### src/sv/ppll_pkg.sv
// ppll_pkg: shared types, constants and small functions for the trio
// parentage log-likelihood core. No dependencies.
package ppll_pkg;

  localparam int unsigned FRAC_BITS = 16;
  localparam int unsigned MAX_LOCI  = 1048576;

  localparam int unsigned GENO_W = 2;
  localparam int unsigned FREQ_W = 16;
  localparam int unsigned RATE_W = 16;
  localparam int unsigned LL_W   = 48;
  localparam int unsigned CNT_W  = 21;
  localparam int unsigned CFG_IDX_W = 2;

  localparam int unsigned ERR_W  = 18;  // error matrix entry, q0.17
  localparam int unsigned HW_W   = 33;  // hardy-weinberg entry, q0.32
  localparam int unsigned AB_W   = 32;  // a/b terms, q0.31
  localparam int unsigned T_W    = 20;  // transmission-weighted error, q0.19
  localparam int unsigned X_W    = 56;  // log argument
  localparam int unsigned V_W    = 64;  // normalizer
  localparam int unsigned MA_W   = 33;  // multiplier operand a
  localparam int unsigned MB_W   = 32;  // multiplier operand b
  localparam int unsigned MP_W   = MA_W + MB_W;
  localparam int unsigned LN_W   = 61;
  localparam int unsigned STEP_W = 5;

  localparam int unsigned LN_SHIFT = 54 - FRAC_BITS;
  localparam logic [23:0] LN2_Q24 = 24'd11629080;

  localparam logic [CNT_W-1:0] CNT_CAP =
    (MAX_LOCI < ((1 << CNT_W) - 1)) ? CNT_W'(MAX_LOCI) : CNT_W'((1 << CNT_W) - 1);

  localparam logic signed [LL_W-1:0] LL_MIN = {1'b1, {(LL_W-1){1'b0}}};

  localparam logic [CFG_IDX_W-1:0] REG_ERROR_HET = 2'd0;
  localparam logic [CFG_IDX_W-1:0] REG_ERROR_HOM = 2'd1;

  localparam logic [5:0] FB_UNREL = 6'd49;
  localparam logic [5:0] FB_REL   = 6'd50;

  typedef enum logic [3:0] {
    OP_NONE,
    OP_LOAD,
    OP_HW,
    OP_UMUL,
    OP_LOG_LOAD,
    OP_LOG_NORM,
    OP_LOG_SQ,
    OP_LOG_LN,
    OP_LOG_ADD,
    OP_REL_AB,
    OP_REL_PAB,
    OP_REL_PACC,
    OP_EMIT
  } dp_op_e;

  typedef struct packed {
    dp_op_e            op;
    logic [1:0]        i;
    logic [1:0]        j;
    logic [STEP_W-1:0] step;
    logic              first;
    logic              rel;
  } dp_cmd_t;

  typedef struct packed {
    logic x_zero;
    logic big;
  } dp_stat_t;

  function automatic logic [1:0] geno_clamp(input logic [1:0] g);
    return (g == 2'd3) ? 2'd2 : g;
  endfunction

  // error matrix entry, row = true genotype, column = observed
  function automatic logic [ERR_W-1:0] err_val(input logic [1:0] row, input logic [1:0] col,
                                               input logic [RATE_W-1:0] eh,
                                               input logic [RATE_W-1:0] em);
    logic [ERR_W-1:0] rate;
    rate = (row == 2'd1) ? ERR_W'(eh) : ERR_W'(em);
    if (row == col) begin
      return ERR_W'(18'd131072 - (rate << 1));
    end
    return rate;
  endfunction

  // mendelian transmission in quarters
  function automatic logic [2:0] mendel_q(input logic [1:0] gm, input logic [1:0] gf,
                                          input logic [1:0] go);
    logic [1:0] hm;
    logic [1:0] hf;
    logic [2:0] r;
    hm = gm;
    hf = gf;
    r  = 3'd0;
    unique case ({hm, hf})
      {2'd0, 2'd0}: r = (go == 2'd0) ? 3'd4 : 3'd0;
      {2'd0, 2'd1}, {2'd1, 2'd0}: r = (go == 2'd2) ? 3'd0 : 3'd2;
      {2'd0, 2'd2}, {2'd2, 2'd0}: r = (go == 2'd1) ? 3'd4 : 3'd0;
      {2'd1, 2'd1}: r = (go == 2'd1) ? 3'd2 : 3'd1;
      {2'd1, 2'd2}, {2'd2, 2'd1}: r = (go == 2'd0) ? 3'd0 : 3'd2;
      {2'd2, 2'd2}: r = (go == 2'd2) ? 3'd4 : 3'd0;
      default: r = 3'd0;
    endcase
    return r;
  endfunction

endpackage

### src/sv/ppll_datapath.sv
// ppll_datapath: registers, shared multiplier and log unit of the core.
// Depends on ppll_pkg; driven by ppll_ctrl commands.
module ppll_datapath import ppll_pkg::*; (
  input  logic                     clk_i,
  input  logic                     rst_ni,
  input  dp_cmd_t                  cmd_i,
  output dp_stat_t                 stat_o,
  input  logic                     cfg_we_i,
  input  logic [CFG_IDX_W-1:0]     cfg_index_i,
  input  logic [RATE_W-1:0]        cfg_data_i,
  input  logic [GENO_W-1:0]        offspring_genotype_i,
  input  logic [GENO_W-1:0]        first_parent_genotype_i,
  input  logic [GENO_W-1:0]        second_parent_genotype_i,
  input  logic [FREQ_W-1:0]        allele_freq_i,
  output logic signed [LL_W-1:0]   ll_related_o,
  output logic signed [LL_W-1:0]   ll_unrelated_o,
  output logic [CNT_W-1:0]         loci_used_o,
  output logic                     log_floor_hit_o
);

  logic [RATE_W-1:0] eh_q, em_q;
  logic [1:0] go_q, p1_q, p2_q;
  logic [FREQ_W-1:0] q_q;
  logic [HW_W-1:0] h_q [3];
  logic [AB_W-1:0] ea_q [3];
  logic [AB_W-1:0] eb_q [3];
  logic [AB_W-1:0] ab_q;
  logic [X_W-1:0] x_q;
  logic [V_W-1:0] v_q;
  logic [5:0] z_q;
  logic zero_q;
  logic [30:0] m_q;
  logic [29:0] frac_q;
  logic [LN_W-1:0] ln_q;
  logic signed [LL_W-1:0] rel_sum_q, unr_sum_q;
  logic [CNT_W-1:0] cnt_q;
  logic flag_q;
  logic signed [LL_W-1:0] out_rel_q, out_unr_q;
  logic [CNT_W-1:0] out_cnt_q;
  logic out_flag_q;

  logic [16:0] nq;
  logic [1:0] col;
  logic [1:0] pcol;
  logic [T_W:0] t_sum;
  logic [MA_W-1:0] mul_a;
  logic [MB_W-1:0] mul_b;
  logic [MP_W-1:0] mul_p;
  logic [5:0] fb;
  logic [5:0] kdiff;
  logic [35:0] mag;
  logic [30:0] msrc;
  logic [31:0] m2;
  logic [5:0] sh;
  logic topz;
  logic [LN_W-1:0] rnd;
  logic [LL_W-1:0] magr;
  logic signed [LL_W-1:0] term;
  logic signed [LL_W-1:0] sum_sel;
  logic signed [LL_W:0] sum_ext;
  logic signed [LL_W-1:0] sum_new;

  assign nq = 17'd65536 - 17'(q_q);
  assign fb = cmd_i.rel ? FB_REL : FB_UNREL;

  // observed column for the unrelated terms
  always_comb begin
    unique case (cmd_i.j)
      2'd0:    col = go_q;
      2'd1:    col = p1_q;
      default: col = p2_q;
    endcase
  end

  assign pcol = (cmd_i.j == 2'd0) ? p1_q : p2_q;

  always_comb begin
    t_sum = '0;
    for (int g = 0; g < 3; g++) begin
      t_sum = t_sum + (T_W+1)'(mendel_q(cmd_i.i, cmd_i.j, 2'(g))) *
                      (T_W+1)'(err_val(2'(g), go_q, eh_q, em_q));
    end
  end

  assign kdiff = 6'(7'(fb) + 7'(z_q) - 7'd63);
  assign mag   = {kdiff, 30'b0} - 36'(frac_q);
  assign msrc  = (cmd_i.step == '0) ? v_q[63:33] : m_q;

  // operand select for the shared multiplier
  always_comb begin
    mul_a = '0;
    mul_b = '0;
    unique case (cmd_i.op)
      OP_HW: begin
        mul_a = (cmd_i.i == 2'd2) ? MA_W'(q_q) : MA_W'(nq);
        mul_b = (cmd_i.i == 2'd0) ? MB_W'(nq) : MB_W'(q_q);
      end
      OP_UMUL: begin
        mul_a = h_q[cmd_i.i];
        mul_b = MB_W'(err_val(cmd_i.i, col, eh_q, em_q));
      end
      OP_REL_AB: begin
        mul_a = h_q[cmd_i.i];
        mul_b = MB_W'(err_val(cmd_i.i, pcol, eh_q, em_q));
      end
      OP_REL_PAB: begin
        mul_a = MA_W'(ea_q[cmd_i.i]);
        mul_b = eb_q[cmd_i.j];
      end
      OP_REL_PACC: begin
        mul_a = MA_W'(ab_q);
        mul_b = MB_W'(t_sum);
      end
      OP_LOG_SQ: begin
        mul_a = MA_W'(msrc);
        mul_b = MB_W'(msrc);
      end
      OP_LOG_LN: begin
        mul_a = (cmd_i.i == 2'd0) ? MA_W'(mag[17:0]) : MA_W'(mag[35:18]);
        mul_b = MB_W'(LN2_Q24);
      end
      default: begin
        mul_a = '0;
        mul_b = '0;
      end
    endcase
  end

  assign mul_p = mul_a * mul_b;
  assign m2    = mul_p[61:30];

  // binary search for the leading one, one step per cycle
  always_comb begin
    sh   = 6'd0;
    topz = 1'b0;
    unique case (cmd_i.step[2:0])
      3'd0: begin sh = 6'd32; topz = (v_q[63:32] == '0); end
      3'd1: begin sh = 6'd16; topz = (v_q[63:48] == '0); end
      3'd2: begin sh = 6'd8;  topz = (v_q[63:56] == '0); end
      3'd3: begin sh = 6'd4;  topz = (v_q[63:60] == '0); end
      3'd4: begin sh = 6'd2;  topz = (v_q[63:62] == '0); end
      3'd5: begin sh = 6'd1;  topz = ~v_q[63]; end
      default: begin sh = 6'd0; topz = 1'b0; end
    endcase
  end

  assign rnd  = ln_q + (LN_W'(1) << (LN_SHIFT - 1));
  assign magr = LL_W'(rnd >> LN_SHIFT);

  always_comb begin
    if (zero_q) begin
      term = LL_MIN;
    end else if (stat_o.big) begin
      term = '0;
    end else begin
      term = $signed(LL_W'(0) - magr);
    end
  end

  assign sum_sel = cmd_i.rel ? rel_sum_q : unr_sum_q;
  assign sum_ext = {sum_sel[LL_W-1], sum_sel} + {term[LL_W-1], term};
  assign sum_new = (sum_ext < $signed({LL_MIN[LL_W-1], LL_MIN})) ? LL_MIN
                                                                 : sum_ext[LL_W-1:0];

  assign stat_o.x_zero = (x_q == '0);
  assign stat_o.big    = ((6'd63 - z_q) >= fb);

  always_ff @(posedge clk_i or negedge rst_ni) begin
    if (!rst_ni) begin
      eh_q <= '0;
      em_q <= '0;
      rel_sum_q <= '0;
      unr_sum_q <= '0;
      cnt_q <= '0;
      flag_q <= 1'b0;
    end else begin
      if (cfg_we_i) begin
        if (cfg_index_i == REG_ERROR_HET) begin
          eh_q <= cfg_data_i;
        end else if (cfg_index_i == REG_ERROR_HOM) begin
          em_q <= cfg_data_i;
        end
      end
      if (cmd_i.op == OP_LOG_ADD) begin
        if (zero_q) begin
          flag_q <= 1'b1;
        end
        if (cmd_i.rel) begin
          rel_sum_q <= sum_new;
          if (cnt_q < CNT_CAP) begin
            cnt_q <= cnt_q + 1'b1;
          end
        end else begin
          unr_sum_q <= sum_new;
        end
      end else if (cmd_i.op == OP_EMIT) begin
        rel_sum_q <= '0;
        unr_sum_q <= '0;
        cnt_q <= '0;
        flag_q <= 1'b0;
      end
    end
  end

  // working registers, no reset needed
  always_ff @(posedge clk_i) begin
    unique case (cmd_i.op)
      OP_LOAD: begin
        go_q <= geno_clamp(offspring_genotype_i);
        p1_q <= geno_clamp(first_parent_genotype_i);
        p2_q <= geno_clamp(second_parent_genotype_i);
        q_q  <= allele_freq_i;
      end
      OP_HW: begin
        h_q[cmd_i.i] <= (cmd_i.i == 2'd1) ? HW_W'(mul_p << 1) : HW_W'(mul_p);
      end
      OP_UMUL: begin
        x_q <= (cmd_i.first ? X_W'(0) : x_q) + X_W'(mul_p[49:0]);
      end
      OP_REL_AB: begin
        if (cmd_i.j == 2'd0) begin
          ea_q[cmd_i.i] <= mul_p[49:18];
        end else begin
          eb_q[cmd_i.i] <= mul_p[49:18];
        end
      end
      OP_REL_PAB: begin
        ab_q <= mul_p[62:31];
      end
      OP_REL_PACC: begin
        x_q <= (cmd_i.first ? X_W'(0) : x_q) + mul_p[55:0];
      end
      OP_LOG_LOAD: begin
        v_q    <= V_W'(x_q);
        z_q    <= '0;
        zero_q <= (x_q == '0);
      end
      OP_LOG_NORM: begin
        if (topz) begin
          v_q <= v_q << sh;
          z_q <= z_q + sh;
        end
      end
      OP_LOG_SQ: begin
        if (m2[31]) begin
          m_q <= m2[31:1];
        end else begin
          m_q <= m2[30:0];
        end
        frac_q <= ((cmd_i.step == '0) ? 30'd0 : frac_q) |
                  (30'(m2[31]) << (5'd29 - cmd_i.step));
      end
      OP_LOG_LN: begin
        if (cmd_i.i == 2'd0) begin
          ln_q <= mul_p[LN_W-1:0];
        end else begin
          ln_q <= ln_q + LN_W'({mul_p[42:0], 18'b0});
        end
      end
      OP_EMIT: begin
        out_rel_q  <= rel_sum_q;
        out_unr_q  <= unr_sum_q;
        out_cnt_q  <= cnt_q;
        out_flag_q <= flag_q;
      end
      default: begin
      end
    endcase
  end

  assign ll_related_o    = out_rel_q;
  assign ll_unrelated_o  = out_unr_q;
  assign loci_used_o     = out_cnt_q;
  assign log_floor_hit_o = out_flag_q;

endmodule

### config.mk
export PLATFORM = sky130hd
export DESIGN_NAME = ppll_datapath
export DESIGN_NICKNAME = d
export VERILOG_FILES = /design/src/sv/ppll_pkg.sv /design/src/sv/ppll_datapath.sv
export SDC_FILE = /design/constraint.sdc
export NUM_CORES = 2
export LEC_CHECK = 0
export BUFFER_PORTS_ARGS = -buffer_cell sky130_fd_sc_hd__buf_2
export CAP_MARGIN = 15
export CORE_MARGIN = 1.5
export CORE_UTILIZATION = 35
export DETAILED_ROUTE_END_ITERATION = 6
export PLACE_DENSITY = 0.59
export SETUP_SLACK_MARGIN = 0.2
export SYNTH_ARGS = -nofsm -noshare
export SYNTH_HDL_FRONTEND = slang
export SYNTH_SLANG_ARGS = --single-unit
export TNS_END_PERCENT = 1
### constraint.sdc
create_clock -name clk_i -period 38.1 [get_ports clk_i]
set_input_delay 9.525 -clock clk_i [delete_from_list [all_inputs] [get_ports clk_i]]
set_output_delay 9.525 -clock clk_i [all_outputs]
set_load 0.02 [all_outputs]
* Word-level counts from Yosys, hierarchy flattened *
Memory sizes are Yosys's and may differ from the RTL's.
Index checks and enable logic that the tools add are counted.
Widths: inputs -> output; s select.

storage, ports and cells
  register bits after elaboration = 571
  memory bits (writable) = 291
  memory bits (read-only) = 128
  input bits = 58
  output and inout port bits = 120
  word-level logic and storage cells = 179
  memories = 6

memory list
  memory            words  width  rd ports  clocked after Yosys merged registers in  write ports  RTL line             RTL
  h_q               3      33     1         0                                        1            ppll_datapath.sv:24  logic [HW_W-1:0] h_q [3];
  ea_q              3      32     1         0                                        1            ppll_datapath.sv:25  logic [AB_W-1:0] ea_q [3];
  eb_q              3      32     1         0                                        1            ppll_datapath.sv:26  logic [AB_W-1:0] eb_q [3];
  (name not given)  16     3      1         0                                        0            ppll_pkg.sv:96       unique case ({hm, hf})
  (name not given)  16     3      1         0                                        0            ppll_pkg.sv:96
  (name not given)  16     2      1         0                                        0            ppll_pkg.sv:96

operators by class
  $add $sub $neg = 19
  multipliers = 4
  $lt $le $gt $ge = 3
  eq/ne operators = 33
  shifts and indexed selects = 2
  mux-type cells = 63
  bitwise logic cells = 3
  reductions and logical operators = 23

operator list
  kind                    number
  $mux 48                 9
  $pmux 32 s7             1
  $mux 18                 11
  $pmux 33 s6             1
  $pmux 64 s2             1
  $pmux 56 s2             1
  $mux 21                 4
  $mux 64                 1
  $shl 64x6->64           1
  $mul 3x18->21           3
  $mul 33x32->63          1
  $add 61x38->61 const B  1
  $add 61x61->61          1
  $mux 61                 1
  $mux 30                 2
  $add 56x50->56          1
  $add 56x56->56          1
  $logic_not 56->1        1
  $mux 56                 1
  $sub 18x17->18 const A  3
  $add 48x48->49          1
  $lt 49x48->1 const B    1
  $add 21x21->21          2
  $pmux 6 s6              1
  48 further kinds        99

* Logic depth before layout (Yosys ltp) *
  depth in word-level cells = 10
  gate-level depth with buffers = 74
  mapped depth without buffers = 70

* Worst setup path after synthesis *
OpenSTA, ideal clock, no wires.

  path kind = input port to flip-flop
  start = input cmd_i[7] in the netlist's numbering
  end = register x_q[55] (data pin)
  setup time = 259 ps
  data arrival time = 25642 ps
  path slack = 12199 ps
  cell stages on the path = 67
  path buffers = 8
  cell sequence = clkbuf_1 -> clkbuf_1 -> clkbuf_1 -> clkbuf_1 -> xnor2_1 -> nor3_1 -> clkbuf_1 -> nand2_1 -> fa_1 -> inv_1 -> fa_1 -> fa_1 -> fa_1 -> ha_1 -> a21o_1 -> a21oi_1 -> o21bai_1 -> a21oi_1 -> (+31 left out) -> a21o_1 -> a21oi_1 -> xnor2_1 -> ha_1 -> clkbuf_1 -> a21o_1 -> a21oi_1 -> o21bai_1 -> a21oi_1 -> nor2_1 -> a2111oi_0 -> a21boi_0 -> o311ai_1 -> o211ai_1 -> a2111oi_4 -> o31ai_1 -> a21oi_1 -> xnor2_1

between the ends
  word-level cells in the longest chain between the ends = 10
  elaborated cells on any way between the ends = 26
  those cells by class = add/sub (4); mul (4); eq/ne (3); mux (10); reduce/logical (1); memory (4)

RTL lines
  element                                                RTL line                                    RTL
  from (decl)                                            ppll_datapath.sv:6                          input dp_cmd_t cmd_i,
  branches (longest 6 deep; another with $mul 3x18->21)  -
  $pmux 32 s7 *                                          ppll_datapath.sv:93                         unique case (cmd_i.op)
  $mul 33x32->63 *                                       ppll_datapath.sv:129                        assign mul_p = mul_a * mul_b;
  named net mul_p[33]                                    ppll_datapath.sv:48                         logic [MP_W-1:0] mul_p;
  $add 56x56->56 or $add 56x50->56 (tied branches)       ppll_datapath.sv:231, ppll_datapath.sv:218
  $pmux 56 s2 *                                          ppll_datapath.sv:207                        unique case (cmd_i.op)
  to (signal assigned)                                   ppll_datapath.sv:218                        x_q <= (cmd_i.first ? X_W'(0) : x_q) + X_W'(mul_p[49:0]);
  to (signal assigned)                                   ppll_datapath.sv:231                        x_q <= (cmd_i.first ? X_W'(0) : x_q) + mul_p[55:0];
  to (decl)                                              ppll_datapath.sv:28                         logic [X_W-1:0] x_q;

Mark *: on every way through the listed nets, which the timed path passes. The select of a mux whose other input is x is not followed.
A chain may end at the register's enable or synchronous reset.

* Final worst setup path *
  start = input cmd_i[9] in the netlist's numbering
  end = register x_q[55] (data pin)

between the ends
  word-level cells in the longest chain between the ends = 9
  elaborated cells on any way between the ends = 34
  those cells by class = add/sub (5); mul (4); eq/ne (4); mux (15); reduce/logical (1); memory (5)

RTL lines
  element                                                RTL line
  branches (longest 6 deep; another with $mul 3x18->21)  -
  $mul 33x32->63 *                                       ppll_datapath.sv:129
  named net mul_p[48]                                    ppll_datapath.sv:48
  $add 56x56->56 or $add 56x50->56 (tied branches)       ppll_datapath.sv:231, ppll_datapath.sv:218
  $pmux 56 s2 *                                          ppll_datapath.sv:207

Marks and branches as above.

==> impl_results.md <==
* CTS tree: built
* Main synth FF type: edfxtp_1
* Post-Syn Area at 87100 sq um
* Register area share after synthesis at 0.282
* IO Pins at 178
* Largest net degree at the start of global routing at 96
* Die Area at 252000 sq um
* Clock network power share at 0.217
* Hold path startpoint: flag_q
* Hold path depth at 0
* Worst Setup SP: cmd_i[9]
* Net Sw Power at 1.92 mW
* Avg Inst Size Synth at 9.32 sq um
* Status: finished with violations
* Crit start category: input port
* Clk buf depth at 3
* Nets at 10869
* Placer congestion estimate at 0.975
* CP top delay family: adder cells
* Syn. warnings at 0
* Hold Path Sink: log_floor_hit_o
* Clock root cell: clkbuf_16
* Initial DRC Count at 7862
* Core ar. at between 200000 and 250000 sq um
* Worst R2R Setup Slack at slightly below 20 ns
* DRC violations left at 4
* Htree depth at 3
* FF+latch area at 24600 sq um
* Part of the power in combinational logic at 0.496
* Worst Path Arrival at roughly 29 ns
* Worst reg2reg path depth at 58
* VDD IR-drop max at about 0.046 mV
* Routed WL at 304000 microns
* Worst EP required at between 30 and 40 ns
* CTS sink count at between 800 and 900
* Met2 routed WL at 139000 microns
* Routed len/inst at 23.9 microns
* Worst-path clk slew at 0.06 ns
* Hold WS at about 0.47 ns
* Fill cells at 24434
* CP max stage cell: xor2_1
* WL met3 at 25100 microns
* Seq pwr share at 0.286
* CP peak stage delay at ~1 ns
* Switching Fraction at 0.438
* Clock latency on the worst-skew pair at 0.71 ns
* Worst Hold Class: reg -> reg
* Max-Cap Viols at 0
* Pwr/cell area at 45.9 nW/um^2
* Clock Skews at 0.0321 ns
* Row count at 182
* Routed length on met1 at roughly 130000 microns
* Post-synth EDFFs at 694
* Final Core Density at 0.387
* Postcts setup bufs at 0
* Cts-stage hold buffer count at 0
* Distinct cells, synth at 110
* Leak at 42.1 nW
* Vias in the first global route at approximately 70000
* Least-Margin Pin Slew at 1.30 ns
* First-pass detailed-route iteration total at 7
* Crit Path Max Fanout at 58
* Violated checks: design-rule violations
* Via density at 5.43
* Fin crit period at 28.25 ns
* Worst r2r src: em_q[0]
* Max Freq at around 35 MHz
* Die X at 502 microns
* HPWL after detailed placement at 229000 microns
* IO buf count at about 180
* Crit. End Element: register
* Period utilization at 0.741
* Hold Vio Cnt, Final at 0
* DR top layer: met5
* RSZ-0062 raised after global routing: no
* Die span in y at 502 microns
* Cells after synthesis at 9342
* Power Internal at 2.46 mW
* Async set-reset flop share out of synthesis at 0.178
* GR Overflow Total at 0
* Final setup fails at 0
* WP buf/inv at 9
* ANT nets after route at 0
* Multi-input logic area at 56200 sq um
* Finished Cell Area at ~95000 sq um
* Crit-path most repeated cell: fa_1
* GRT Total Usage at 0.240
* Post-CTS Resized at 0
* Clock buffer count from CTS at 97
* Final Max Tran Viols at 0
* Worst slew margin at 0.130
* Share of cells above drive strength 1 at 0.0827
* Via count at 69181
* Initial antenna violation count at 26
* Setup TNS Final at 0 ns
* Effective utilization at floorplan at 0.353
* Syn-to-layout area delta at 9.63%
* DP Area at 92100 sq um
* Synth Register Bits at 844
* First-pass GRT wire length at approximately 450000 microns
* Kind of critical path: in -> reg
* Reg-to-reg endpoint: x_q[55]
worst reg2reg max path: cells and delay by family, from the launching register on:
kind                       cells  cell delay, ns
adders and majority gates     16            7.52
and+or+nand+nor                7            1.14
DFF                            1            0.60
AOI/OAI and AO/OA             26            6.56
buffers and inverters          5            0.77
xor gates and xnor gates       4            1.67
cell families after synthesis:
logic type	count (synthesis)	synth area share
AO/OA/AOI/OAI	1538	0.111
XOR/XNOR	365	0.0369
adder cells (fa/ha/maj)	1489	0.303
buffers and inverters	1812	0.0790
flip-flops	844	0.282
multiplexers	351	0.0421
other	2	0.0000863
AND/OR/NAND/NOR	2941	0.145
power by group through the flow:
stage / clock network [mW] / logic, mW / registers, mW
after floorplan: 0 / 1.37 / 1.24
after global placement: 0 / 2.10 / 1.27
after detailed placement: 0 / 2.11 / 1.27
after CTS: 0.961 / 2.13 / 1.25
after global routing: 0.997 / 2.34 / 1.26
final: 0.951 / 2.17 / 1.25
cells in the mapped netlist, types with 28 or more instances:
library cell  count  share of area
a211oi_1         61         0.0053
a21o_1          161          0.014
a21oi_1         466          0.027
a31oi_1          30         0.0022
and2_1           69         0.0050
and3_1           42         0.0030
buf_1            36         0.0016
clkbuf_1        412          0.018
dfrtp_1         150          0.043
edfxtp_1        694           0.24
fa_1           1033           0.24
ha_1            455          0.065
inv_1          1316          0.057
mux2_2           97          0.013
mux2i_1         247          0.028
nand2_1        1468          0.063
nand2b_1         88         0.0063
nand3_1          71         0.0041
nand4_1          50         0.0036
nor2_1          802          0.035
nor2b_1         106         0.0076
nor3_1           88         0.0051
nor4_1           36         0.0026
o21ai_0         430          0.025
o21ai_1          28         0.0016
o21bai_1         37         0.0032
o31ai_1          43         0.0037
or3_1            30         0.0022
xnor2_1         209          0.021
xor2_1          155          0.016
layer usage:
layer	track usage	vias up
met1	0.324	34902
met5	0	-
met3	0.0332	622
li1	-	30486
met4	0.0994	4
met2	0.385	3167
worst max-delay path by stage:
| stage | endpoint | cells after the start |
|---|---|---|
| finish | x_q[55] | 61 |
| global route | x_q[55] | 61 |
| CTS | x_q[55] | 61 |
| detailed placement | x_q[55] | 61 |
| global placement | x_q[55] | 61 |
| floorplan | x_q[55] | 67 |
cells in the final DEF, fill, tap and decap left out, types with 105 or more instances in the layout:
cell type	n
dfrtp_1	150
buf_4	181
mux2i_1	247
buf_2	174
xnor2_1	208
nor2b_1	105
fa_1	1033
a21oi_1	462
edfxtp_1	694
a21o_1	158
nand2_1	1467
o21ai_0	422
xor2_1	153
ha_1	455
inv_1	1313
nor2_1	789
flip-flops by register name, indices dropped and copies added, names as in the netlist, 56 cells and up:
name,count
eb_q,96
v_q,64
ea_q,96
h_q,99
x_q,56
layout make-up:
cell class / count / share of cell area
antenna: 10 / 0.000262
inverter: 1327 / 0.0522
clock inverter: 64 / 0.00662
clock buffer: 119 / 0.0274
multi-input combinational: 6696 / 0.589
timing repair buffer: 357 / 0.0237
tap: 3312 / 0.0434
sequential: 844 / 0.258
metrics by stage:
step	setup WS, ns	power (mW)	cells
global route	8.99	4.59	12719
CTS	10.08	4.34	12716
floorplan	12.20	2.61	9352
finish	9.85	4.38	12729
detailed placement	9.38	3.38	12533
global placement	9.67	3.37	12533
Note: power is estimated with default switching activity, not from simulation.
