### config.mk
export PLATFORM = sky130hd
export DESIGN_NAME = ppll_ctrl
export DESIGN_NICKNAME = d
export VERILOG_FILES = /design/src/sv/ppll_pkg.sv /design/src/sv/ppll_ctrl.sv
export SDC_FILE = /design/constraint.sdc
export NUM_CORES = 1
export LEC_CHECK = 0
export BUFFER_PORTS_ARGS = -buffer_cell sky130_fd_sc_hd__buf_2
export CELL_PAD_IN_SITES_DETAIL_PLACEMENT = 1
export CELL_PAD_IN_SITES_GLOBAL_PLACEMENT = 1
export CORE_ASPECT_RATIO = 1.25
export CORE_MARGIN = 3
export CORE_UTILIZATION = 44
export CTS_CLUSTER_DIAMETER = 200
export DETAILED_ROUTE_END_ITERATION = 10
export HOLD_SLACK_MARGIN = 0.12
export PLACE_DENSITY = 0.79
export SLEW_MARGIN = 20
export SYNTH_ARGS = -nofsm -noshare
export SYNTH_HDL_FRONTEND = slang
export SYNTH_SLANG_ARGS = --single-unit
### constraint.sdc
create_clock -name clk_i -period 2.75 [get_ports clk_i]
set_input_delay 0.55 -clock clk_i [delete_from_list [all_inputs] [get_ports clk_i]]
set_output_delay 0.55 -clock clk_i [all_outputs]
set_load 0.05 [all_outputs]
### src/sv/ppll_pkg.sv
// ppll_pkg: shared types, constants and small functions for the trio
// parentage log-likelihood core. No dependencies.
package ppll_pkg;

  localparam int unsigned FRAC_BITS = 16;
  localparam int unsigned MAX_LOCI  = 1048576;

  localparam int unsigned GENO_W = 2;
  localparam int unsigned FREQ_W = 16;
  localparam int unsigned RATE_W = 16;
  localparam int unsigned LL_W   = 48;
  localparam int unsigned CNT_W  = 21;
  localparam int unsigned CFG_IDX_W = 2;

  localparam int unsigned ERR_W  = 18;  // error matrix entry, q0.17
  localparam int unsigned HW_W   = 33;  // hardy-weinberg entry, q0.32
  localparam int unsigned AB_W   = 32;  // a/b terms, q0.31
  localparam int unsigned T_W    = 20;  // transmission-weighted error, q0.19
  localparam int unsigned X_W    = 56;  // log argument
  localparam int unsigned V_W    = 64;  // normalizer
  localparam int unsigned MA_W   = 33;  // multiplier operand a
  localparam int unsigned MB_W   = 32;  // multiplier operand b
  localparam int unsigned MP_W   = MA_W + MB_W;
  localparam int unsigned LN_W   = 61;
  localparam int unsigned STEP_W = 5;

  localparam int unsigned LN_SHIFT = 54 - FRAC_BITS;
  localparam logic [23:0] LN2_Q24 = 24'd11629080;

  localparam logic [CNT_W-1:0] CNT_CAP =
    (MAX_LOCI < ((1 << CNT_W) - 1)) ? CNT_W'(MAX_LOCI) : CNT_W'((1 << CNT_W) - 1);

  localparam logic signed [LL_W-1:0] LL_MIN = {1'b1, {(LL_W-1){1'b0}}};

  localparam logic [CFG_IDX_W-1:0] REG_ERROR_HET = 2'd0;
  localparam logic [CFG_IDX_W-1:0] REG_ERROR_HOM = 2'd1;

  localparam logic [5:0] FB_UNREL = 6'd49;
  localparam logic [5:0] FB_REL   = 6'd50;

  typedef enum logic [3:0] {
    OP_NONE,
    OP_LOAD,
    OP_HW,
    OP_UMUL,
    OP_LOG_LOAD,
    OP_LOG_NORM,
    OP_LOG_SQ,
    OP_LOG_LN,
    OP_LOG_ADD,
    OP_REL_AB,
    OP_REL_PAB,
    OP_REL_PACC,
    OP_EMIT
  } dp_op_e;

  typedef struct packed {
    dp_op_e            op;
    logic [1:0]        i;
    logic [1:0]        j;
    logic [STEP_W-1:0] step;
    logic              first;
    logic              rel;
  } dp_cmd_t;

  typedef struct packed {
    logic x_zero;
    logic big;
  } dp_stat_t;

  function automatic logic [1:0] geno_clamp(input logic [1:0] g);
    return (g == 2'd3) ? 2'd2 : g;
  endfunction

  // error matrix entry, row = true genotype, column = observed
  function automatic logic [ERR_W-1:0] err_val(input logic [1:0] row, input logic [1:0] col,
                                               input logic [RATE_W-1:0] eh,
                                               input logic [RATE_W-1:0] em);
    logic [ERR_W-1:0] rate;
    rate = (row == 2'd1) ? ERR_W'(eh) : ERR_W'(em);
    if (row == col) begin
      return ERR_W'(18'd131072 - (rate << 1));
    end
    return rate;
  endfunction

  // mendelian transmission in quarters
  function automatic logic [2:0] mendel_q(input logic [1:0] gm, input logic [1:0] gf,
                                          input logic [1:0] go);
    logic [1:0] hm;
    logic [1:0] hf;
    logic [2:0] r;
    hm = gm;
    hf = gf;
    r  = 3'd0;
    unique case ({hm, hf})
      {2'd0, 2'd0}: r = (go == 2'd0) ? 3'd4 : 3'd0;
      {2'd0, 2'd1}, {2'd1, 2'd0}: r = (go == 2'd2) ? 3'd0 : 3'd2;
      {2'd0, 2'd2}, {2'd2, 2'd0}: r = (go == 2'd1) ? 3'd4 : 3'd0;
      {2'd1, 2'd1}: r = (go == 2'd1) ? 3'd2 : 3'd1;
      {2'd1, 2'd2}, {2'd2, 2'd1}: r = (go == 2'd0) ? 3'd0 : 3'd2;
      {2'd2, 2'd2}: r = (go == 2'd2) ? 3'd4 : 3'd0;
      default: r = 3'd0;
    endcase
    return r;
  endfunction

endpackage

### src/sv/ppll_ctrl.sv
// ppll_ctrl: sequencer for the trio parentage core; issues datapath commands
// and runs the input and output handshakes. Depends on ppll_pkg.
module ppll_ctrl import ppll_pkg::*; (
  input  logic     clk_i,
  input  logic     rst_ni,
  input  logic     in_valid_i,
  output logic     in_stall_o,
  input  logic     offspring_missing_i,
  input  logic     last_locus_i,
  output logic     out_valid_o,
  input  logic     out_stall_i,
  output dp_cmd_t  cmd_o,
  input  dp_stat_t stat_i
);

  typedef enum logic [11:0] {
    S_IDLE   = 12'b000000000001,
    S_HW     = 12'b000000000010,
    S_UMUL   = 12'b000000000100,
    S_LNLOAD = 12'b000000001000,
    S_LNNORM = 12'b000000010000,
    S_LNSQ   = 12'b000000100000,
    S_LNMUL  = 12'b000001000000,
    S_LNADD  = 12'b000010000000,
    S_RAB    = 12'b000100000000,
    S_RPAB   = 12'b001000000000,
    S_RPACC  = 12'b010000000000,
    S_EMIT   = 12'b100000000000
  } state_e;

  state_e state_q, state_d;
  logic [STEP_W-1:0] cnt_q, cnt_d;
  logic [1:0] i_q, i_d, j_q, j_d, uk_q, uk_d;
  logic rel_q, rel_d, last_q, last_d;
  logic out_valid_q, out_valid_d;
  logic out_free;

  assign out_free    = !out_valid_q || !out_stall_i;
  assign in_stall_o  = (state_q != S_IDLE);
  assign out_valid_o = out_valid_q;

  always_comb begin
    state_d     = state_q;
    cnt_d       = cnt_q;
    i_d         = i_q;
    j_d         = j_q;
    uk_d        = uk_q;
    rel_d       = rel_q;
    last_d      = last_q;
    out_valid_d = out_valid_q && out_stall_i;
    cmd_o       = '{op: OP_NONE, i: 2'd0, j: 2'd0, step: '0, first: 1'b0, rel: rel_q};

    unique case (state_q)
      S_IDLE: begin
        if (in_valid_i) begin
          cmd_o.op = OP_LOAD;
          last_d   = last_locus_i;
          cnt_d    = '0;
          if (offspring_missing_i) begin
            state_d = last_locus_i ? S_EMIT : S_IDLE;
          end else begin
            state_d = S_HW;
          end
        end
      end
      S_HW: begin
        cmd_o.op = OP_HW;
        cmd_o.i  = cnt_q[1:0];
        if (cnt_q == STEP_W'(2)) begin
          cnt_d   = '0;
          uk_d    = 2'd0;
          state_d = S_UMUL;
        end else begin
          cnt_d = cnt_q + 1'b1;
        end
      end
      S_UMUL: begin
        cmd_o.op    = OP_UMUL;
        cmd_o.i     = cnt_q[1:0];
        cmd_o.j     = uk_q;
        cmd_o.first = (cnt_q == '0);
        if (cnt_q == STEP_W'(2)) begin
          rel_d   = 1'b0;
          state_d = S_LNLOAD;
        end else begin
          cnt_d = cnt_q + 1'b1;
        end
      end
      S_LNLOAD: begin
        cmd_o.op = OP_LOG_LOAD;
        cnt_d    = '0;
        state_d  = stat_i.x_zero ? S_LNADD : S_LNNORM;
      end
      S_LNNORM: begin
        cmd_o.op   = OP_LOG_NORM;
        cmd_o.step = cnt_q;
        if (cnt_q == STEP_W'(5)) begin
          cnt_d   = '0;
          state_d = S_LNSQ;
        end else begin
          cnt_d = cnt_q + 1'b1;
        end
      end
      S_LNSQ: begin
        // argument at or above one: the log is zero
        if (stat_i.big) begin
          state_d = S_LNADD;
        end else begin
          cmd_o.op   = OP_LOG_SQ;
          cmd_o.step = cnt_q;
          if (cnt_q == STEP_W'(29)) begin
            cnt_d   = '0;
            state_d = S_LNMUL;
          end else begin
            cnt_d = cnt_q + 1'b1;
          end
        end
      end
      S_LNMUL: begin
        cmd_o.op = OP_LOG_LN;
        cmd_o.i  = {1'b0, cnt_q[0]};
        if (cnt_q[0]) begin
          state_d = S_LNADD;
        end else begin
          cnt_d = cnt_q + 1'b1;
        end
      end
      S_LNADD: begin
        cmd_o.op = OP_LOG_ADD;
        cnt_d    = '0;
        if (rel_q) begin
          state_d = last_q ? S_EMIT : S_IDLE;
        end else if (uk_q == 2'd2) begin
          i_d     = 2'd0;
          j_d     = 2'd0;
          state_d = S_RAB;
        end else begin
          uk_d    = uk_q + 1'b1;
          state_d = S_UMUL;
        end
      end
      S_RAB: begin
        cmd_o.op = OP_REL_AB;
        cmd_o.i  = i_q;
        cmd_o.j  = j_q;
        if (i_q == 2'd2) begin
          i_d = 2'd0;
          if (j_q == 2'd1) begin
            j_d     = 2'd0;
            state_d = S_RPAB;
          end else begin
            j_d = 2'd1;
          end
        end else begin
          i_d = i_q + 1'b1;
        end
      end
      S_RPAB: begin
        cmd_o.op = OP_REL_PAB;
        cmd_o.i  = i_q;
        cmd_o.j  = j_q;
        state_d  = S_RPACC;
      end
      S_RPACC: begin
        cmd_o.op    = OP_REL_PACC;
        cmd_o.i     = i_q;
        cmd_o.j     = j_q;
        cmd_o.first = (i_q == 2'd0) && (j_q == 2'd0);
        if (j_q == 2'd2) begin
          j_d = 2'd0;
          if (i_q == 2'd2) begin
            i_d     = 2'd0;
            rel_d   = 1'b1;
            state_d = S_LNLOAD;
          end else begin
            i_d     = i_q + 1'b1;
            state_d = S_RPAB;
          end
        end else begin
          j_d     = j_q + 1'b1;
          state_d = S_RPAB;
        end
      end
      S_EMIT: begin
        if (out_free) begin
          cmd_o.op    = OP_EMIT;
          out_valid_d = 1'b1;
          state_d     = S_IDLE;
        end
      end
      default: begin
        state_d = S_IDLE;
      end
    endcase
  end

  always_ff @(posedge clk_i or negedge rst_ni) begin
    if (!rst_ni) begin
      state_q     <= S_IDLE;
      cnt_q       <= '0;
      i_q         <= '0;
      j_q         <= '0;
      uk_q        <= '0;
      rel_q       <= 1'b0;
      last_q      <= 1'b0;
      out_valid_q <= 1'b0;
    end else begin
      state_q     <= state_d;
      cnt_q       <= cnt_d;
      i_q         <= i_d;
      j_q         <= j_d;
      uk_q        <= uk_d;
      rel_q       <= rel_d;
      last_q      <= last_d;
      out_valid_q <= out_valid_d;
    end
  end

`ifndef SYNTHESIS
  a_emit_free: assert property (@(posedge clk_i) disable iff (!rst_ni)
    (cmd_o.op == OP_EMIT) |-> (!out_valid_q || !out_stall_i))
    else $error("result overwritten while stalled");
  a_last_emits: assert property (@(posedge clk_i) disable iff (!rst_ni)
    (state_q == S_LNADD && rel_q && last_q) |=> (state_q == S_EMIT))
    else $error("last locus did not lead to a result");
  a_rel_after_unrel: assert property (@(posedge clk_i) disable iff (!rst_ni)
    (state_q == S_RAB) |-> (uk_q == 2'd2 && !rel_q))
    else $error("related pass started before three unrelated terms");
`endif

endmodule

# Yosys cells after proc, flatten, opt, wreduce, memory -nomap -nowiden
# Index checks and enable logic that the tools add are counted.
# classes
div_mod_pow	0
n_bitwise	0
mul	0
n_eq_ne	37
mux	55
shift	0
order_cmp	0
reduce_logical	23
addsub	4
# ops
operator	count
$mux 12	15
$pmux 12 s12	1
$pmux 4 s12	1
$mux 5	8
$pmux 5 s7	1
$ne 2x2->1 const B	16
$reduce_and 4->1	5
$mux 2	9
$pmux 2 s3	3
$eq 12x1->1 const B	1
$eq 12x10->1 const B	1
$eq 12x11->1 const B	1
$eq 12x12->1 const B	1
$eq 12x2->1 const B	1
$eq 12x3->1 const B	1
$eq 12x4->1 const B	1
$eq 12x5->1 const B	1
$eq 12x6->1 const B	1
$eq 12x7->1 const B	1
$eq 12x8->1 const B	1
$eq 12x9->1 const B	1
$ne 12x1->1 const B	1
$mux 10	1
$pmux 5 s2	1
other kinds (28)	45
# word_totals
latch_bits	0
romBits	0
inputBits	8
ff_bits	26
n_memories	0
ram_bits	0
output_inout_bits	17

# Depth between registers and ports, before layout
# Gate-level depths: netlist of run 1.
# depth
ltp_word	4
ltp_mapped	8

# Worst setup path after synthesis of run 1
# OpenSTA, ideal clock, no wires.
# synth_timing
kind	reg-to-output
startpoint	register state_q[9]
endpoint	output cmd_o[4] (netlist name)
path_buffers	1
path_slack_ns	-0.210
t_required_ns	2.200
arrival_time_ns	2.410
stages_incl_launch_ff	6
cell_sequence	dfrtp_1 -> or4_1 -> buf_6 -> or3_1 -> and2_1 -> nor2b_1
# synth_lines
item	line	source
start, declared	ppll_ctrl.sv:31	state_e state_q, state_d;
start signal, assigned	ppll_ctrl.sv:208	state_q <= state_d;
end, declared	ppll_ctrl.sv:12	output dp_cmd_t cmd_o,

==> run metrics, run 1 <==
largest net degree at the start of global routing=27; # Max-Cap Violations=0; crit path launch=state_q[3]$_DFFE_PN0P_; First-pass DRT Iterations=4; total I/O pin count=25; fillers=507; R2R depth=8; clk slew on worst S/H paths=0.11 ns; CP Class=flip-flop to output port; Compound-Gate Fraction of Synth Area=18.3%; Post-Synth Adder-Cell Area=3.11%; crit path max fanout=6; Die ar.=5420 µm²; Seq/Total Area, Yosys=32.4%; cts hold-fix bufs=0; Final Setup Violations=7; Tcrit/Tclk final=104%; EDFF count, synth=0; worst slew pin tran=0.637 ns; Worst Setup End Kind=output port; Fin Clk Skew=0.00818 ns; final WL=7600 µm; status=finished, violations left; main combinational cell family by area after synthesis=simple AND/OR/NAND/NOR gates; Sink Count=26; peak supply drop=0.318 mV; Total GRT Usage=27.9%; DRC=0; vias in the first global route=2198; CP startpoint kind=flip-flop; xor-xnor portion of the synthesized cell area=2.18%; Synth Net Count=248; antenna viol nets, final=0; fraction of layout cells with a size suffix above 1=35.5%; Tmin final=2.86 ns; cell taking the most area after synthesis=dfrtp_1; top_reg_cell synth=dfrtp_1; CTS tree=done; IO Port Bufs=24; worst endpoint required time=2.20 ns; CP Data Arrival Time=2.31 ns; Simple-Gate Fraction of Synth Area=35.9%; post-synth top area share=31.1%; initial antenna violation count=0; PnR Total Power=1890 µW; Reg-to-Reg Start=cnt_q[0]$_DFFE_PN0P_; FF-to-FF End=state_q[7]$_DFFE_PN0P_; Area Overhead vs Synth=34.1%; Rel. slew slack=57.5%; first-pass GRT wire length=11200 µm; drt wl/cell=22.1 µm; Synth async-reset ratio=100%; Clock Latency Late Sink=0.28 ns; Die W=66.5 µm; Pwr Density=702 nW/µm²; failing checks=negative setup slack; min-delay worst type=primary input to async pin; Root Buffer=clkbuf_8; fmax=0.350 GHz; Die Height=81.6 µm; Core Area=4260 µm²; FF-to-FF setup slack=0.19 ns; Initial Utilization=47.2%; Yosys cell types=61; Synth area leaders=dfrtp_1 31%, nand2_1 4.7%, nor2_1 3.9%; Synth Instances=235; GP Congestion=0.824; #FFs+latches synth=26; CP endpoint=cmd_o[2]; Via density=6.29; dpl ws=0.0526 ns; multiplexer share of the synthesized area=2.05%; CTS Buffer Depth=2; yosys warns=0; Fin Hold WS=0.271 ns; FP Rows=26; mapped cell area=2010 µm²; Final Hold Vio Count=0; post-layout util=63.3%; Worst Setup Slack, final=-0.108 ns; grt ovf=0; Leakage=0.00122 µW; H-tree depth=1; nets=301; First DRT Iteration DRCs=121; Total Neg Setup Slack=-0.377 ns; Avg Cell Area, Syn=8.56 µm²; antenna fix cells=0; post-DP HPWL=5010 µm; CTS Buf Count=3; via count=2157; Slew Viols, Final=0; RSZ-0062 raised after global routing=true
-- synthesized netlist by cell type (5+ instances only) --
master and number:
nand4_1 5, o21ai_1 5, or4b_1 5, nor3_1 5, nor2b_1 8, clkbuf_1 7
a21oi_1 6, nand2_1 25, inv_1 8, dfrtp_1 25, ha_1 5, o21ai_0 11
nor2_1 21, nand3_1 10, nand2b_1 9
-- timing repair --
action / in CTS / in global routing
gates cloned: 0 / 0
endpoints found under the setup margin: 13 / 14
gates resized for setup: 30 / 32
pin swaps: 2 / 5
buffers inserted: 3 / 5
-- worst max-delay path: stages (launching register included) --
cell and delay, ns:
dfrtp_1 0.43, or4_4 0.59, or3_4 0.42, and2_4 0.23, nor2_1 0.16, buf_6 0.18
-- registers in the layout, indices dropped and copies added (netlist names) --
register / count
state_q: 12
cnt_q: 5
i_q: 2
j_q: 2
uk_q: 2
last_q: 1
out_valid_o: 1
rel_q: 1
-- power by group --
part	switching, µW	total (µW)	internal [µW]	leakage, µW
logic	643	1070	430	0.000830
registers	54.3	486	431	0.000355
clock network	140	336	195	0.0000357
-- worst min path at each step --
stage	from	to	slack (ns)	cells past startpoint
final	rst_ni	out_valid_o$_DFF_PN0_	0.27	1
after global routing	rst_ni	out_valid_o$_DFF_PN0_	0.30	1
after CTS	rst_ni	state_q[11]$_DFFE_PN0P_	0.29	1
after detailed placement	out_valid_o$_DFF_PN0_	out_valid_o$_DFF_PN0_	0.52	2
after global placement	uk_q[0]$_DFFE_PN0P_	uk_q[0]$_DFFE_PN0P_	0.52	1
after floorplan	rst_ni	cnt_q[0]$_DFFE_PN0P_	0.25	0
-- routing by layer --
layer  part of all wire [%]  global-route usage [%]  vias to the layer above
met4                    5.6                    13.4                        0
met1                     40                    33.6                     1074
li1                       -                       -                      982
met2                     50                    48.3                       69
met3                    4.1                    3.97                       32
met5                      0                       0                        -
-- cell usage in the layout, fill, tap and decap left out, types with 3 or more instances in the layout --
master	netlist	routed
nor2_4	0	3
nand3b_1	3	3
nor2b_4	0	3
inv_1	8	8
clkbuf_8	0	3
and2_4	1	3
nand4_1	5	5
buf_6	4	9
a21oi_1	6	6
o21ai_1	5	5
buf_2	1	11
o21ai_0	11	10
ha_1	5	5
nand2_1	25	23
dfrtp_1	25	25
nor2b_1	8	4
buf_8	0	3
o22ai_1	4	4
a22o_1	4	4
nor4b_1	4	3
or4_4	1	3
nor3_1	5	5
nor4_4	1	3
or4b_1	5	3
nand2b_1	9	9
buf_4	2	39
mux2i_1	3	3
nor2_1	21	17
xor2_1	3	3
nand3_1	10	10
-- cells by family after synthesis --
kind of cell	Yosys count
and+or+nand+nor	122
AOI/OAI and AO/OA	51
DFF	26
buffers and inverters	22
xor gates and xnor gates	5
adders and majority gates	5
muxes	4
-- area by class of cell --
| type | count | area (µm²) | area share [%] |
|---|---|---|---|
| clock inverters | 1 | 30.0 | 1.11 |
| well taps | 56 | 70.1 | 2.60 |
| repair buffers | 62 | 494 | 18.3 |
| inverters | 8 | 30.0 | 1.11 |
| flip-flops and latches | 26 | 652 | 24.2 |
| clock buffers | 3 | 41.3 | 1.53 |
| multi-input cells | 187 | 1380 | 51.2 |
-- metrics by stage --
stage               cells  cell area (µm²)
floorplan             235             2020
global placement      331             2340
detailed placement    331             2340
CTS                   338             2530
global route          343             2700
finish                343             2700
No activity file was read; power rests on OpenSTA's default activity.
==> run 2, diff against run 1 <==
- SETUP_SLACK_MARGIN: default -> 0.5
==> run 2 against run 1 <==
  * The flow now stops in 5_1_grt
  * Synthesized cell count is the same
  * Synthesized area is the same
==> run metrics, run 2 <==
Yosys cell types=61 (unchanged); Avg Cell Area, Syn=8.56 µm² (unchanged); initial antenna violation count=0; total I/O pin count=25 (unchanged); yosys warns=0 (unchanged); post-synth top area share=31.1% (unchanged); Synth area leaders=dfrtp_1 31%, nand2_1 4.7%, nor2_1 3.9%; Synth async-reset ratio=100% (unchanged); Die W=66.5 µm (unchanged); synth cell count leaders=25 x dfrtp_1, 25 x nand2_1, 21 x nor2_1; post-DP HPWL=4990 µm (-0.31%); IO Port Bufs=24 (unchanged); Root Buffer=clkbuf_8; largest net degree at the start of global routing=27; H-tree depth=1 (unchanged); CTS Buf Count=3 (unchanged); #FFs+latches synth=26 (unchanged); GRT worst endpoint=cmd_o[4]; Sink Count=26 (unchanged); Synth Instances=235 (unchanged); top_reg_cell synth=dfrtp_1; Worst EP Category=primary output; Die Height=81.6 µm (unchanged); stop err=[ERROR DPL-0033] detailed placement checks failed during check placement.; Fail Step=5_1_grt; CTS Buffer Depth=2 (unchanged); FP Rows=26 (unchanged); Synth Net Count=248 (unchanged); Initial Utilization=47.2% (unchanged); GP Congestion=0.842 (+2.3%); status=aborted with a tool error; cell taking the most area after synthesis=dfrtp_1; EDFF count, synth=0 (unchanged); mapped cell area=2010 µm² (unchanged); Seq/Total Area, Yosys=32.4% (unchanged)
run 2: cell counts after synthesis:
No cell type changed its count.
run 2: cells by family after synthesis:
| logic type | share of synthesized area [%] |
|---|---|
| AOI/OAI and AO/OA | 18.3 |
| xor gates and xnor gates | 2.18 |
| buffers and inverters | 6.03 |
| and+or+nand+nor | 35.9 |
| DFF | 32.4 |
| adders and majority gates | 3.11 |
| muxes | 2.05 |
run 2: what timing repair did:
item | in CTS
resized for setup | 63
pin swaps | 17
endpoints found under the setup margin | 22
setup buffers | 20
hold buffers | 0
cloned | 0
run 2: stage by stage:
| step | utilization, % | hold slack [ns] | worst slack (ns) | instance area [µm²] | instances |
|---|---|---|---|---|---|
| after floorplan | - | 0.254 | 0.203 | 2120 | 235 |
| after CTS | 67.4 | 0.317 | 0.0415 | 2870 | 352 |
| after detailed placement | 56.9 | 0.527 | 0.0281 | 2420 | 328 |
| after global placement | 56.9 | 0.519 | 0.0404 | 2420 | 328 |
==> run 3, diff against run 2 <==
- CELL_PAD_IN_SITES_DETAIL_PLACEMENT: 1 -> default
- CELL_PAD_IN_SITES_GLOBAL_PLACEMENT: 1 -> default
- CORE_ASPECT_RATIO: 1.25 -> default
- CORE_UTILIZATION: 44 -> 35
- CTS_CLUSTER_DIAMETER: 200 -> default
- HOLD_SLACK_MARGIN: 0.12 -> default
- PLACE_DENSITY: 0.79 -> default
- PLACE_DENSITY_LB_ADDON: default -> 0.15
- SETUP_SLACK_MARGIN: 0.5 -> default
==> run 3 against run 2 <==
  * The run now ends clean
==> run metrics, run 3 (same netlist as run 1, synthesis figures left out) <==
status=completed; clk slew on worst S/H paths=0.10 ns; Worst Setup End Kind=output port; First DRT Iteration DRCs=125; Sink Count=26 (unchanged); largest registers=state_q: 12 flops, cnt_q: 5 flops; largest net degree at the start of global routing=27; Initial Utilization=37.7% (-9.5 points); Final Setup Violations=0; gr busiest metal=met2; Clock Latency Late Sink=0.28 ns; max reg flops=12; final WL=5960 µm; Pwr Density=665 nW/µm²; M3 GR Usage=3.73%; initial antenna violation count=0; peak supply drop=0.385 mV; met1 GRT Util=27.3%; # Max-Cap Violations=0; Slew Viols, Final=0; GP Congestion=0.842 (about the same); first-pass GRT wire length=9340 µm; CP Data Arrival Time=2.20 ns; H-tree depth=1 (unchanged); post-DP HPWL=4430 µm (-11%); antenna fix cells=0; Area Overhead vs Synth=28.5%; worst endpoint required time=2.20 ns; CTS Buf Count=3 (unchanged); Core Area=5340 µm²; post-layout util=48.5%; Root Buffer=clkbuf_8; worst slew pin tran=0.643 ns; cts hold-fix bufs=0 (unchanged); Fin Clk Skew=0.00435 ns; Final Hold Vio Count=0; post-route cell area=2580 µm²; CP startpoint kind=flip-flop; fillers=549; Placed Instance Area=2360 µm² (-2.8%); grt met2 use=27.7%; RSZ-0062 raised after global routing=true; CTS tree=done; via count=1974; most common cell after layout, fill and taps aside=buf_4; DRC=0; min-delay worst type=primary input to async pin; multi-input logic area=1330 µm²; crit path max fanout=8; Reg with most FFs=state_q; Total GRT Usage=18.5%; register area=652 µm²; fraction of layout cells with a size suffix above 1=33.3%; Total Neg Setup Slack=0 ns; Tmin final=2.75 ns; most frequent cells in the layout=38 x buf_4, 25 x dfrtp_1, 24 x nand2_1; Rel. slew slack=57.1%; CTS Buffer Depth=2 (unchanged); FP Rows=26 (unchanged); Leakage=0.00118 µW; Die Height=81.8 µm (+0.27%); CP Class=flip-flop to output port; total I/O pin count=25 (unchanged); nets=296; fmax=0.364 GHz; IO Port Bufs=24 (unchanged); Via density=5.61; Die ar.=6690 µm²; antenna viol nets, final=0; drt wl/cell=16.9 µm; Tcrit/Tclk final=100%; First-pass DRT Iterations=4; vias in the first global route=1817; grt ovf=0; Die W=81.8 µm (+23%)
==> run 3: path summary, 6_finish.rpt <==
path	from	endpoint	slack, ns	cells after the start
worst max register to register	cnt_q[0]$_DFFE_PN0P_	state_q[0]$_DFFE_PN1P_	0.23	9
min in group clk_i	stat_i[1]	state_q[4]$_DFFE_PN0P_	0.48	2
worst max-delay path	state_q[2]$_DFFE_PN0P_	cmd_o[9]	0.0009	6
max in group asynchronous	rst_ni	state_q[7]$_DFFE_PN0P_	2.06	1
worst min register to register	uk_q[0]$_DFFE_PN0P_	uk_q[0]$_DFFE_PN0P_	0.54	1
worst min-delay path	rst_ni	out_valid_o$_DFF_PN0_	0.28	1
==> run 3: critical path, stage by stage, from the launching register on <==
cell and delay (ns):
dfrtp_1 0.40, buf_4 0.17, or4b_4 0.54, or3_4 0.38
nand2_1 0.08, a22o_1 0.17, buf_6 0.17
==> run 3: layer usage <==
layer  vias up  routed length [µm]
li1        971                   -
met1       946                2770
met2        50                2730
met3         7                 405
met4         0                  54
met5         -                   0
==> run 3: stage by stage <==
step | setup slack (ns) | total power, µW | hold WS, ns | cells
after global routing | -0.0702 | 1830 | 0.304 | 352
after CTS | -0.0101 | 1680 | 0.297 | 350
after detailed placement | 0.143 | 1360 | 0.517 | 345
after floorplan | -0.210 | 1090 | 0.254 | 235
final | 0.000863 | 1720 | 0.281 | 352
after global placement | 0.168 | 1360 | 0.511 | 345
==> run 3: timing repair <==
action / in CTS / in global routing
setup buffers: 1 / 2
gates resized for setup: 27 / 18
setup endpoints to repair: 13 / 13
pin swaps: 1 / 1
==> run 3: final cells by class <==
| cell class | count | share of cell area (%) |
|---|---|---|
| sequential | 26 | 25.2 |
| tap | 70 | 3.39 |
| multi-input combinational | 187 | 51.5 |
| timing repair buffer | 57 | 16.7 |
| inverter | 8 | 1.16 |
| clock buffer | 4 | 2.13 |
==> run 3: power by group <==
| group | switching [µW] | internal (µW) |
|---|---|---|
| combinational | 572 | 395 |
| clock | 140 | 129 |
| sequential | 52.7 | 432 |
| total | 765 | 955 |
==> run 4, diff against run 3 <==
- SLEW_MARGIN: 20 -> default
- clock period: 2.75 -> 2.8 ns (I/O delays scaled with it)
==> run 4 against run 3 <==
  * Setup slack improved by 0.061 ns
  * Sequential power is 1% lower
  * Final cell count up 0.85%
  * Clock-buffer cell count fell by 1
  * Wire length barely moved
  * Total power rose by 2.2%
  * Global-route usage is 0.57 points higher
  * Critical endpoint is now cmd_o[4]
  * Largest cell class unchanged
  * Largest power group unchanged
  * Highest routed layer unchanged
==> run metrics, run 4 (same netlist as run 1, synthesis figures left out) <==
Final Setup Violations=0 (unchanged); worst endpoint required time=2.24 ns (+0.04 ns); multi-input logic area=1330 µm² (-0.19%); status=completed; R2R depth=7 (-2); Die W=81.8 µm (unchanged); Reg with most FFs=state_q; drt wl/cell=16.8 µm (-0.83%); Clk pwr share=18.6% (+3.0 points); met2 wire length=2570 µm (-6.0%); largest registers=state_q: 12 flops, cnt_q: 5 flops; Die Height=81.8 µm (unchanged); max reg flops=12 (unchanged); nets=299 (+1.0%); DR WL met3=448 µm (+11%); Area Overhead vs Synth=29.7%; CP startpoint kind=flip-flop; crit path launch=state_q[2]$_DFFE_PN0P_; Tmin final=2.74 ns; Comb pwr share=54.2% (-2.0 points); register area=654 µm² (+0.38%); Tcrit/Tclk final=97.8%; Sink Count=26 (unchanged); min-delay worst type=primary input to async pin; total I/O pin count=25 (unchanged); DRC=0 (unchanged); GP Congestion=0.865 (+2.7%); Leakage=0.00119 µW (+1.3%); peak supply drop=0.364 mV (-5.6%); CP cell instances=or4_4 > or3_4 > and2_4 > nor2b_2 > buf_6; Rel. slew slack=58.5% (+1.4 points); antenna fix cells=0 (unchanged); Root Buffer=clkbuf_8; antenna viol nets, final=0 (unchanged); Core Area=5340 µm² (unchanged); Total GRT Usage=19.1% (+0.57 points); H-tree depth=1 (unchanged); Placed Instance Area=2320 µm² (-1.4%); Fin Hold WS=0.279 ns (-0.00181 ns); most frequent cells in the layout=43 x buf_4, 25 x nand2_1, 23 x dfrtp_1; fraction of layout cells with a size suffix above 1=34.7% (+1.4 points); Top delay family on crit path=simple AND/OR/NAND/NOR gates; sw frac=42.2% (-2.3 points); vias in the first global route=1866 (+2.7%); FF-to-FF setup slack=0.36 ns (+0.13 ns); Buf+Inv Stages, Crit Path=1 (-1); CTS Buffer Depth=2 (unchanged); FF-to-FF End=cnt_q[4]$_DFFE_PN0P_; post-DP HPWL=4470 µm (+0.85%); grt ovf=0 (unchanged); register share of total power=27.2% (-1.0 points); Pwr Density=673 nW/µm² (+1.2%); FP Rows=26 (unchanged); most common cell after layout, fill and taps aside=buf_4; Via density=5.62 (+0.21%); via count=1995 (+1.1%); final WL=5960 µm (about the same); IO Port Bufs=24 (unchanged); fillers=540 (-1.6%); Initial Utilization=37.7% (unchanged); post-layout util=48.9% (+0.47 points); fmax=0.365 GHz; first-pass GRT wire length=9680 µm (+3.6%); # Max-Cap Violations=0 (unchanged); initial antenna violation count=0 (unchanged); post-route cell area=2610 µm² (+0.97%); worst slew pin tran=0.623 ns (-0.0207 ns); CP Data Arrival Time=2.18 ns (-0.02 ns); Die ar.=6690 µm² (unchanged); slowest library cell on the worst path=or4_4; CP Class=flip-flop to output port; Fin Clk Skew=0.00746 ns (+0.00311 ns); First DRT Iteration DRCs=88 (-30%); top routing layer used=met4; First-pass DRT Iterations=4 (unchanged); largest net degree at the start of global routing=27 (unchanged); Slew Viols, Final=0 (unchanged); Reg-to-Reg Start=state_q[9]$_DFFE_PN0P_; CTS tree=done; CTS Buf Count=3 (unchanged); Final Hold Vio Count=0 (unchanged); Worst Setup End Kind=output port; M1 WL=2870 µm (+3.6%); Internal Pwr Total=1020 µW (+6.5%); max incr delay on CP=0.56 ns (+0.02 ns); Clock Latency Late Sink=0.28 ns (about the same); Switch Pwr=741 µW (-3.1%); clk slew on worst S/H paths=0.10 ns (about the same); crit path max fanout=6 (-2)
## run 4: cell types whose count changed in the layout (fill, tap and decap cells not counted), moves of 2 or more
cell	previous run	this run
dfrtp_1	25	23
dfrtp_2	0	2
buf_6	8	5
buf_4	38	43
## run 4: power groups by stage
stage,clock network [µW],registers [µW],logic [µW]
after global placement,0,488,839
after CTS,328,485,875
final,326,479,953
after global routing,347,489,1040
after floorplan,0,470,597
after detailed placement,0,489,835
## run 4: metal layers
layer,vias up,GRT usage [%]
met5,-,0
met4,0,5.15
met3,6,2.63
met2,65,28.6
met1,949,28.4
li1,975,-
## run 4: worst max-delay path by stage
stage	end	slack, ns	cells past startpoint
floorplan	cmd_o[4]	-0.17	5
global placement	cmd_o[5]	0.09	8
detailed placement	cmd_o[5]	0.13	5
CTS	cmd_o[5]	-0.002	5
global route	cmd_o[4]	-0.006	5
finish	cmd_o[4]	0.06	5
## run 4: final cells by class
class / instances / share of cell area, %
multi-input cells: 187 / 50.9
well taps: 70 / 3.36
flip-flops and latches: 26 / 25.1
repair buffers: 60 / 16.8
inverters: 8 / 1.15
clock buffers: 3 / 1.58
clock inverters: 1 / 1.15
## run 4: what timing repair did
action                                  CTS  global route
buffers inserted                          5             5
hold endpoints to repair                  0             0
hold buffers                              0             0
endpoints found under the setup margin   13            13
pin swaps                                 1             4
resized for setup                        22            23
## run 4: through the flow
stage	worst slack (ns)	std cells	TNS [ns]	power (µW)
global route	-0.00615	355	-0.00813	1880
CTS	-0.00187	350	-0.00187	1690
detailed placement	0.135	341	0	1320
global placement	0.0851	341	0	1330
finish	0.0617	355	0	1760
floorplan	-0.170	235	-0.746	1070
